--- src/design/wsfr_pkg.sv ---
`default_nettype none

package wsfr_pkg;

   localparam int BYTE_W   = 8;
   localparam int REMAIN_W = 16;
   localparam int LEN7_W   = 7;
   localparam int OPCODE_W = 4;
   localparam int MASK_N   = 4;
   localparam int POS_W    = $clog2(MASK_N);

   localparam logic [OPCODE_W-1:0] OPCODE_TEXT = 4'h1;
   localparam logic [OPCODE_W-1:0] OPCODE_PING = 4'h9;
   localparam logic [LEN7_W-1:0]   LEN_EXT16   = 7'd126;
   localparam logic [LEN7_W-1:0]   LEN_EXT64   = 7'd127;

   typedef enum logic [2:0] {
      PH_HDR1 = 3'd0,
      PH_HDR2 = 3'd1,
      PH_EXT1 = 3'd2,
      PH_EXT2 = 3'd3,
      PH_MASK = 3'd4,
      PH_DATA = 3'd5,
      PH_SKIP = 3'd6
   } phase_type;

   typedef enum logic [1:0] {
      FT_OTHER = 2'd0,
      FT_TEXT  = 2'd1,
      FT_PING  = 2'd2
   } frame_kind_type;

   typedef enum logic [1:0] {
      K_BYTE  = 2'd0,
      K_EMPTY = 2'd1,
      K_PONG  = 2'd2,
      K_ABORT = 2'd3
   } kind_type;

   typedef struct packed {
      logic              valid;
      kind_type          kind;
      logic [BYTE_W-1:0] data;
      logic              last;
   } result_type;

endpackage

`default_nettype wire

--- src/design/wsfr_if.sv ---
`default_nettype none

interface wsfr_req_if;
   import wsfr_pkg::*;
   logic              valid;
   logic              ready;
   logic [BYTE_W-1:0] rx_byte;
   modport source (output valid, output rx_byte, input ready);
   modport sink (input valid, input rx_byte, output ready);
endinterface

interface wsfr_rsp_if;
   import wsfr_pkg::*;
   logic              valid;
   logic              ready;
   kind_type          kind;
   logic [BYTE_W-1:0] data;
   logic              last;
   modport source (output valid, output kind, output data, output last, input ready);
   modport sink (input valid, input kind, input data, input last, output ready);
endinterface

`default_nettype wire

--- src/design/wsfr_in_stage.sv ---
`default_nettype none

module wsfr_in_stage (
   input  wire logic                       clock,
   input  wire logic                       reset,
   input  wire logic                       take,
   input  wire logic [wsfr_pkg::BYTE_W-1:0] byte_in,
   input  wire logic                       advance,
   output logic                            valid,
   output logic [wsfr_pkg::BYTE_W-1:0]     byte_out
);
   import wsfr_pkg::*;

   logic              valid_ff, valid_in;
   logic [BYTE_W-1:0] byte_ff;

   always_comb begin
      valid_in = valid_ff;
      if (take) begin
         valid_in = 1'b1;
      end else if (advance) begin
         valid_in = 1'b0;
      end
   end

   always_ff @(posedge clock) begin
      if (reset) begin
         valid_ff <= 1'b0;
      end else begin
         valid_ff <= valid_in;
      end
   end

   always_ff @(posedge clock) begin
      if (take) begin
         byte_ff <= byte_in;
      end
   end

   assign valid    = valid_ff;
   assign byte_out = byte_ff;

endmodule

`default_nettype wire

--- src/design/wsfr_parser.sv ---
`default_nettype none

module wsfr_parser (
   input  wire logic                        clock,
   input  wire logic                        reset,
   input  wire logic                        fire,
   input  wire logic [wsfr_pkg::BYTE_W-1:0] rx_byte,
   output wsfr_pkg::result_type             res
);
   import wsfr_pkg::*;

   phase_type                        phase_ff, phase_in;
   frame_kind_type                   ftype_ff, ftype_in;
   logic [REMAIN_W-1:0]              remaining_ff, remaining_in;
   logic [BYTE_W-1:0]                length_high_ff, length_high_in;
   logic                             masked_ff, masked_in;
   logic [MASK_N-1:0][BYTE_W-1:0]    mask_ff, mask_in;
   logic [POS_W-1:0]                 pos_ff, pos_in;

   logic [LEN7_W-1:0]   len7;
   logic [REMAIN_W-1:0] rem_dec;
   logic                len_done;
   logic [REMAIN_W-1:0] len_val;
   logic                len_masked;

   always_comb begin
      len7           = rx_byte[LEN7_W-1:0];
      rem_dec        = remaining_ff - REMAIN_W'(1);
      phase_in       = phase_ff;
      ftype_in       = ftype_ff;
      remaining_in   = remaining_ff;
      length_high_in = length_high_ff;
      masked_in      = masked_ff;
      mask_in        = mask_ff;
      pos_in         = pos_ff;
      len_done       = 1'b0;
      len_val        = '0;
      len_masked     = masked_ff;
      res            = '{valid: 1'b0, kind: K_BYTE, data: '0, last: 1'b0};

      unique case (phase_ff)
         PH_HDR2: begin
            if (ftype_ff != FT_TEXT) begin
               if (len7 == '0) begin
                  phase_in = PH_HDR1;
                  if (ftype_ff == FT_PING) begin
                     res = '{valid: 1'b1, kind: K_PONG, data: '0, last: 1'b1};
                  end
               end else begin
                  remaining_in = REMAIN_W'(len7);
                  phase_in     = PH_SKIP;
               end
            end else begin
               masked_in  = rx_byte[BYTE_W-1];
               len_masked = rx_byte[BYTE_W-1];
               mask_in    = '0;
               if (len7 == LEN_EXT16) begin
                  phase_in = PH_EXT1;
               end else if (len7 == LEN_EXT64) begin
                  phase_in = PH_HDR1;
                  res = '{valid: 1'b1, kind: K_ABORT, data: '0, last: 1'b1};
               end else begin
                  len_done = 1'b1;
                  len_val  = REMAIN_W'(len7);
               end
            end
         end
         PH_EXT1: begin
            length_high_in = rx_byte;
            phase_in       = PH_EXT2;
         end
         PH_EXT2: begin
            len_done = 1'b1;
            len_val  = {length_high_ff, rx_byte};
         end
         PH_MASK: begin
            mask_in[pos_ff] = rx_byte;
            if (pos_ff == POS_W'(MASK_N - 1)) begin
               pos_in = '0;
               if (remaining_ff == '0) begin
                  phase_in = PH_HDR1;
                  res = '{valid: 1'b1, kind: K_EMPTY, data: '0, last: 1'b1};
               end else begin
                  phase_in = PH_DATA;
               end
            end else begin
               pos_in = pos_ff + POS_W'(1);
            end
         end
         PH_DATA: begin
            pos_in       = pos_ff + POS_W'(1);
            remaining_in = rem_dec;
            res = '{valid: 1'b1, kind: K_BYTE, data: rx_byte ^ mask_ff[pos_ff],
                    last: (rem_dec == '0)};
            if (rem_dec == '0) begin
               phase_in = PH_HDR1;
            end
         end
         PH_SKIP: begin
            remaining_in = rem_dec;
            if (rem_dec == '0) begin
               phase_in = PH_HDR1;
               if (ftype_ff == FT_PING) begin
                  res = '{valid: 1'b1, kind: K_PONG, data: '0, last: 1'b1};
               end
            end
         end
         default: begin
            if (rx_byte[OPCODE_W-1:0] == OPCODE_PING) begin
               ftype_in = FT_PING;
            end else if (rx_byte[OPCODE_W-1:0] == OPCODE_TEXT) begin
               ftype_in = FT_TEXT;
            end else begin
               ftype_in = FT_OTHER;
            end
            phase_in = PH_HDR2;
         end
      endcase

      if (len_done) begin
         remaining_in = len_val;
         pos_in       = '0;
         if (len_masked) begin
            phase_in = PH_MASK;
         end else if (len_val == '0) begin
            phase_in = PH_HDR1;
            res = '{valid: 1'b1, kind: K_EMPTY, data: '0, last: 1'b1};
         end else begin
            phase_in = PH_DATA;
         end
      end
   end

   always_ff @(posedge clock) begin
      if (reset) begin
         phase_ff       <= PH_HDR1;
         ftype_ff       <= FT_OTHER;
         remaining_ff   <= '0;
         length_high_ff <= '0;
         masked_ff      <= 1'b0;
         mask_ff        <= '0;
         pos_ff         <= '0;
      end else if (fire) begin
         phase_ff       <= phase_in;
         ftype_ff       <= ftype_in;
         remaining_ff   <= remaining_in;
         length_high_ff <= length_high_in;
         masked_ff      <= masked_in;
         mask_ff        <= mask_in;
         pos_ff         <= pos_in;
      end
   end

   a_data_gives_byte: assert property (@(posedge clock) disable iff (reset)
      fire && phase_ff == PH_DATA |-> res.valid && res.kind == K_BYTE)
      else $error("payload byte produced no result");

   a_event_shape: assert property (@(posedge clock) disable iff (reset)
      res.valid && res.kind != K_BYTE |-> res.last && res.data == '0)
      else $error("event result with data or without last");

   a_data_nonzero: assert property (@(posedge clock) disable iff (reset)
      phase_ff == PH_DATA |-> remaining_ff != '0)
      else $error("payload phase with nothing remaining");

   a_mask_exit: assert property (@(posedge clock) disable iff (reset)
      fire && phase_ff == PH_MASK && pos_ff == POS_W'(MASK_N - 1)
      |=> phase_ff == PH_DATA || phase_ff == PH_HDR1)
      else $error("mask key end left to a wrong phase");

endmodule

`default_nettype wire

--- src/design/wsfr_out_stage.sv ---
`default_nettype none

module wsfr_out_stage (
   input  wire logic                 clock,
   input  wire logic                 reset,
   input  wire logic                 load,
   input  wsfr_pkg::result_type      res,
   output logic                      free,
   wsfr_rsp_if.source                rsp_ch
);
   import wsfr_pkg::*;

   logic              valid_ff, valid_in;
   kind_type          kind_ff;
   logic [BYTE_W-1:0] data_ff;
   logic              last_ff;

   assign free = !valid_ff || rsp_ch.ready;

   always_comb begin
      valid_in = valid_ff;
      if (load) begin
         valid_in = 1'b1;
      end else if (rsp_ch.ready) begin
         valid_in = 1'b0;
      end
   end

   always_ff @(posedge clock) begin
      if (reset) begin
         valid_ff <= 1'b0;
      end else begin
         valid_ff <= valid_in;
      end
   end

   always_ff @(posedge clock) begin
      if (load) begin
         kind_ff <= res.kind;
         data_ff <= res.data;
         last_ff <= res.last;
      end
   end

   assign rsp_ch.valid = valid_ff;
   assign rsp_ch.kind  = kind_ff;
   assign rsp_ch.data  = data_ff;
   assign rsp_ch.last  = last_ff;

endmodule

`default_nettype wire

--- src/design/websocket_frame_receiver.sv ---
// Channel   Dir   Payload                         Handshake
// req_ch    in    rx_byte[7:0]                    valid / ready
// rsp_ch    out   kind[1:0], data[7:0], last      valid / ready
//
// One byte per cycle sustained while rsp_ch does not stall; an accepted byte is held in the input register,
// parse logic works on it, and its result loads the result register, which drives rsp_ch directly.
// Reset is synchronous, active high, and returns the parser to the first header byte.
// A byte that gives no result moves on even while the result register is stalled;
// a byte that gives a result waits in the input register until the result register frees.
`default_nettype none

module websocket_frame_receiver (
   input  wire logic  clock,
   input  wire logic  reset,
   wsfr_req_if.sink   req_ch,
   wsfr_rsp_if.source rsp_ch
);
   import wsfr_pkg::*;

   logic              in_valid;
   logic [BYTE_W-1:0] in_byte;
   logic              advance;
   logic              out_free;
   result_type        res;

   assign advance      = in_valid && (!res.valid || out_free);
   assign req_ch.ready = !in_valid || advance;

   wsfr_in_stage u_in (
      .clock    (clock),
      .reset    (reset),
      .take     (req_ch.valid && req_ch.ready),
      .byte_in  (req_ch.rx_byte),
      .advance  (advance),
      .valid    (in_valid),
      .byte_out (in_byte)
   );

   wsfr_parser u_parser (
      .clock   (clock),
      .reset   (reset),
      .fire    (advance),
      .rx_byte (in_byte),
      .res     (res)
   );

   wsfr_out_stage u_out (
      .clock  (clock),
      .reset  (reset),
      .load   (advance && res.valid),
      .res    (res),
      .free   (out_free),
      .rsp_ch (rsp_ch)
   );

endmodule

`default_nettype wire
--- src/flat_wrapper.sv ---
// flat-port wrapper written by rule: the top's interface ports become plain ports
module websocket_frame_receiver_flat import wsfr_pkg::*;
  (clock, reset, req_ch_valid, req_ch_rx_byte, req_ch_ready, rsp_ch_valid, rsp_ch_kind, rsp_ch_data, rsp_ch_last, rsp_ch_ready);
  wsfr_req_if req_ch_i ();
  wsfr_rsp_if rsp_ch_i ();
  input  wire logic clock;
  input  wire logic reset;
  input wire logic [$bits(req_ch_i.valid)-1:0] req_ch_valid;
  input wire logic [$bits(req_ch_i.rx_byte)-1:0] req_ch_rx_byte;
  output wire logic [$bits(req_ch_i.ready)-1:0] req_ch_ready;
  output wire logic [$bits(rsp_ch_i.valid)-1:0] rsp_ch_valid;
  output wire logic [$bits(rsp_ch_i.kind)-1:0] rsp_ch_kind;
  output wire logic [$bits(rsp_ch_i.data)-1:0] rsp_ch_data;
  output wire logic [$bits(rsp_ch_i.last)-1:0] rsp_ch_last;
  input wire logic [$bits(rsp_ch_i.ready)-1:0] rsp_ch_ready;
  assign req_ch_i.valid = req_ch_valid;
  assign req_ch_i.rx_byte = req_ch_rx_byte;
  assign req_ch_ready = req_ch_i.ready;
  assign rsp_ch_valid = rsp_ch_i.valid;
  assign rsp_ch_kind = rsp_ch_i.kind;
  assign rsp_ch_data = rsp_ch_i.data;
  assign rsp_ch_last = rsp_ch_i.last;
  assign rsp_ch_i.ready = rsp_ch_ready;
  websocket_frame_receiver u_core (.clock(clock), .reset(reset), .req_ch(req_ch_i), .rsp_ch(rsp_ch_i));
endmodule
--- config.mk ---
export PLATFORM = sky130hd
export DESIGN_NAME = websocket_frame_receiver_flat
export DESIGN_NICKNAME = d
export VERILOG_FILES = /design/src/design/wsfr_pkg.sv /design/src/design/wsfr_if.sv /design/src/design/wsfr_in_stage.sv /design/src/design/wsfr_parser.sv /design/src/design/wsfr_out_stage.sv /design/src/design/websocket_frame_receiver.sv /design/src/flat_wrapper.sv
export SDC_FILE = /design/constraint.sdc
export NUM_CORES = 1
export LEC_CHECK = 0
export BUFFER_PORTS_ARGS = -buffer_cell sky130_fd_sc_hd__buf_2
export CAP_MARGIN = 20
export CORE_UTILIZATION = 25
export DETAILED_ROUTE_END_ITERATION = 12
export PLACE_DENSITY = 0.4
export SYNTH_ARGS = -nofsm -noshare
export SYNTH_HDL_FRONTEND = slang
export SYNTH_SLANG_ARGS = --single-unit
--- constraint.sdc ---
create_clock -name clock -period 5.6 [get_ports clock]
set_input_delay 0.84 -clock clock [delete_from_list [all_inputs] [get_ports clock]]
set_output_delay 0.84 -clock clock [all_outputs]
set_load 0.02 [all_outputs]
==> summary by stage <==
Clock network
The number of clock sinks is 85. The hold buffer count at cts is 0. The maximum clock insertion buffer count is 2. The number of gates resized after CTS was 0. The clock latency of the later-clocked register in the worst-skew pair is approximately 0.34 ns.

After clock tree synthesis, the clock-pin slew on the worst setup and hold paths is 0.06 ns. The cell at the root of the clock tree is sky130_fd_sc_hd__clkbuf_16. The number of buffers inserted by post-CTS setup repair is 0. TritonCTS built the clock tree. The number of H-tree levels is 3. The CTS buffer count is 9.

Global route
The wire length of the first global-routing pass is about 22,000 µm. The initial antenna violation count is 0. In the global route stage, overall resource usage came out at 15.4%. The via count of the first global-routing pass is approximately 3,700. The residual overflow from global routing is 0. The largest net degree at the start of global routing is 32.

Worst setup path
The worst setup path is captured at a primary output. Of all nets on the critical path, the largest fanout is 11. STA puts the critical path data arrival time at 3.42 ns. STA classifies the critical path startpoint as a register. The critical path required time is 4.76 ns. The type of the setup path with the least slack is register to primary output.

Routing
The number of design rule violations left after detail routing is 0. Across all layers, the routed design uses 3,764 vias. The ratio of routed vias to standard cells is 5.21.

The remaining number of nets flagged by the antenna check after routing is 0. For this block, the initial DRC count from the detailed router was 304. The pre-antenna-repair detailed-routing pass consisted of 7 iterations. After detailed routing, the average wire length per cell comes to ~19 µm. The final layout contains routed wiring with a total length of 13,700 µm.

Timing
The number of hold-slack violations in the final timing report was 0. The maximum clock skew at final layout is 0.00884 ns. At the pin with the least slew margin, the transition time is 1.04 ns. The final setup violation count is 0.

The maximum clock frequency is 235 MHz. The headroom to the max-slew limit is 30.7%. The sum of negative setup slack is 0 ns. Hold timing on the final database bottoms out at a slack of about 0.46 ns. Setup slack closes at 1.34 ns.

The max-slew violation count was 0. Of the available clock period, the critical path in the final layout requires 76.1%. Setup repair after global routing left no endpoint under its margin. The clock period could shrink to about 4.3 ns.

Pwr
The analysis attributes to net switching a power of 0.521 mW. Combinational logic is responsible for 19.5% of the overall power. The clock network burns 35.8% of the power. The total power is roughly 1.6 mW. The peak supply drop is 0.169 mV. The standby leakage power is roughly 1.8 nW. The internal portion of the total power is 1.07 mW. Power spread over the standard cell area amounts to between 300 and 400 mW/mm². The share of total power dissipated in sequential elements is 44.7%.

The switching power as a share of total power is 32.8%.

Yosys
By area, the combinational part of the netlist is dominated by simple AND/OR/NAND/NOR gates. The number of synthesized register bits is 85. After synthesis, the mean cell area works out to 9.42 µm². The basic-gate share of the synthesized area counting and, or, nand and nor cells is a little over a fifth. The yosys synthesis warning count is 0. The netlist area before placement is 0.00461 mm². The share of the Yosys chip area taken by registers is 41.1%. Multiplexer cells account for 6.76% of the synthesized area.

The number of enable flip-flop cells after synthesis is 19. The synthesized netlist devotes a little over a fifth of its cell area to compound gates. When the netlist entered floorplanning its net count stood at 507.

After Yosys synthesis, full adders, half adders and majority gates account for 1.63% of the synthesized area. The number of different library cells used by synthesis comes to 69. The cell count after synthesis came out at 489. In the synthesized netlist the async set-or-reset flop fraction comes to 0%. The flip-flop cell with the highest count after synthesis is sky130_fd_sc_hd__dfxtp_1.

The synthesized netlist devotes under 10% of its cell area to XOR and XNOR gates.

Flow run
Across the run, the number of max-cap violations was 0.

Placement
Input and output buffers added on the ports amount to 24. The placer's final routability congestion estimate is 0.873. The HPWL after detailed placement is 9500 µm.

The number of placed instances, taps included, is 706. Before CTS, the worst setup slack after placement is 1.72 ns. After detailed placement, the total cell area comes to 0.00485 mm².

Floorplan
The die area is roughly 0.019 mm². The die width is 138 µm. The floorplan die height is 138 µm. For this configuration, the core starts out at a cell density of between 20% and 30%.

After floorplanning, the core was divided into 49 placement rows. The I/O pin count is 25. The standard cell core area is 0.0180 mm².

Layout
The final layout contains 506 nets. The area used by multi-input combinational logic is 0.00249 mm². In the layout the commonest cells are sky130_fd_sc_hd__dfxtp_1, sky130_fd_sc_hd__nand2_1, sky130_fd_sc_hd__nor2_1.

The number of standard cells in the final layout excluding fillers is 722. The layout filler cell count is 1,935. The fraction of final layout cells sized beyond drive strength 1 is about 15%. Cells fill about 28% of the core in the end. The area of all sequential standard cells is 0.00189 mm². Leaving out fill and tap cells, the most frequent cell in the layout is sky130_fd_sc_hd__dfxtp_1.

The post-route cell area is slightly above 0.005 mm². The diode insertion count for antenna repair is 0. The growth of design area from synthesis to finish is 11.3%.

Min path
In this run the worst hold path is classified as register to register.

Status
The run finished with clean final reports.
-- registers in the layout, indices dropped and copies added (netlist names) --
signal,flops
u_core.u_out.rsp_ch.last,1
u_core.u_out.rsp_ch.valid,1
u_core.u_parser.length_high_ff,8
u_core.u_parser.mask_ff,32
u_core.u_in.valid,1
u_core.u_parser.remaining_ff,16
u_core.u_parser.masked_ff,1
u_core.u_out.rsp_ch.kind,2
u_core.u_parser.phase_ff,3
u_core.u_in.byte_out,8
u_core.u_parser.pos_ff,2
u_core.u_out.rsp_ch.data,8
u_core.u_parser.ftype_ff,2
-- path summary, 6_finish.rpt --
path	startpoint	end	slack [ns]	depth (start not counted)
worst max-delay path	u_core.u_parser.remaining_ff[0]	req_ch_ready	1.34	11
worst min register to register	u_core.u_parser.mask_ff[0]	u_core.u_parser.mask_ff[0]	0.46	1
worst max register to register	u_core.u_parser.remaining_ff[0]	u_core.u_out.rsp_ch.data[2]	1.90	10
worst min-delay path	u_core.u_parser.mask_ff[0]	u_core.u_parser.mask_ff[0]	0.46	1
-- worst max-delay path: stages (launching register included) --
cell and delay (ns):
sky130_fd_sc_hd__dfxtp_1 0.42, sky130_fd_sc_hd__inv_1 0.10, sky130_fd_sc_hd__ha_1 0.27, sky130_fd_sc_hd__or4b_4 0.54, sky130_fd_sc_hd__nor4b_4 0.24, sky130_fd_sc_hd__nor3_1 0.09
sky130_fd_sc_hd__nor4_1 0.41, sky130_fd_sc_hd__nand4_1 0.21, sky130_fd_sc_hd__nand3_1 0.15, sky130_fd_sc_hd__nor2b_1 0.13, sky130_fd_sc_hd__or3_1 0.34, sky130_fd_sc_hd__buf_2 0.17
-- cell families (layout without fill, tap and decap cells) --
kind of cell,after synthesis,count (layout)
multiplexers,21,21
flip-flops,85,85
AO/OA/AOI/OAI,122,122
buffers and inverters,49,53
adder cells (fa/ha/maj),6,6
AND/OR/NAND/NOR,194,194
XOR/XNOR,12,12
-- metal layers --
| metal | part of all wire (%) | GRT usage (%) | vias up |
|---|---|---|---|
| met1 | 50 | 22.3 | 1813 |
| met2 | 43 | 22.6 | 109 |
| met4 | 0.92 | 4.65 | 0 |
| met5 | 0 | 0 | - |
| met3 | 5.6 | 3.35 | 8 |
| li1 | - | - | 1834 |
-- cell usage after synthesis, types with 5 or more instances --
cell	instances	share of area [%]
sky130_fd_sc_hd__a21oi_1	23	2.5
sky130_fd_sc_hd__a32o_1	21	4.6
sky130_fd_sc_hd__buf_6	5	1.2
sky130_fd_sc_hd__clkbuf_1	30	2.4
sky130_fd_sc_hd__dfxtp_1	66	29
sky130_fd_sc_hd__edfxtp_1	19	12
sky130_fd_sc_hd__ha_1	6	1.6
sky130_fd_sc_hd__inv_1	9	0.73
sky130_fd_sc_hd__mux2i_1	12	2.6
sky130_fd_sc_hd__mux4_2	8	3.9
sky130_fd_sc_hd__nand2_1	64	5.2
sky130_fd_sc_hd__nand2b_1	5	0.68
sky130_fd_sc_hd__nand3_1	11	1.2
sky130_fd_sc_hd__nor2_1	44	3.6
sky130_fd_sc_hd__nor3_1	17	1.8
sky130_fd_sc_hd__nor4_1	11	1.5
sky130_fd_sc_hd__o21a_1	6	0.98
sky130_fd_sc_hd__o21ai_0	9	0.98
sky130_fd_sc_hd__o2bb2ai_1	13	2.5
sky130_fd_sc_hd__o32ai_1	6	1.1
sky130_fd_sc_hd__or3_1	5	0.68
sky130_fd_sc_hd__xnor2_1	8	1.5
-- layout make-up --
| cell class | instances | share of cell area (%) |
|---|---|---|
| Multi-Input combinational cell | 355 | 48.6 |
| Sequential cell | 85 | 36.9 |
| Clock inverter | 6 | 0.903 |
| Clock buffer | 10 | 4.47 |
| Tap cell | 229 | 5.59 |
| Inverter | 9 | 0.659 |
| Timing Repair Buffer | 28 | 2.93 |
-- power groups by stage --
stage	sequential [mW]	combinational (mW)	clock, mW
3_5_place_dp	0.723	0.309	0
4_1_cts	0.709	0.310	0.595
6_report	0.710	0.309	0.569
2_1_floorplan	0.679	0.269	0
3_3_place_gp	0.723	0.311	0
5_1_grt	0.716	0.344	0.612
(Power assumes the default switching activity.)
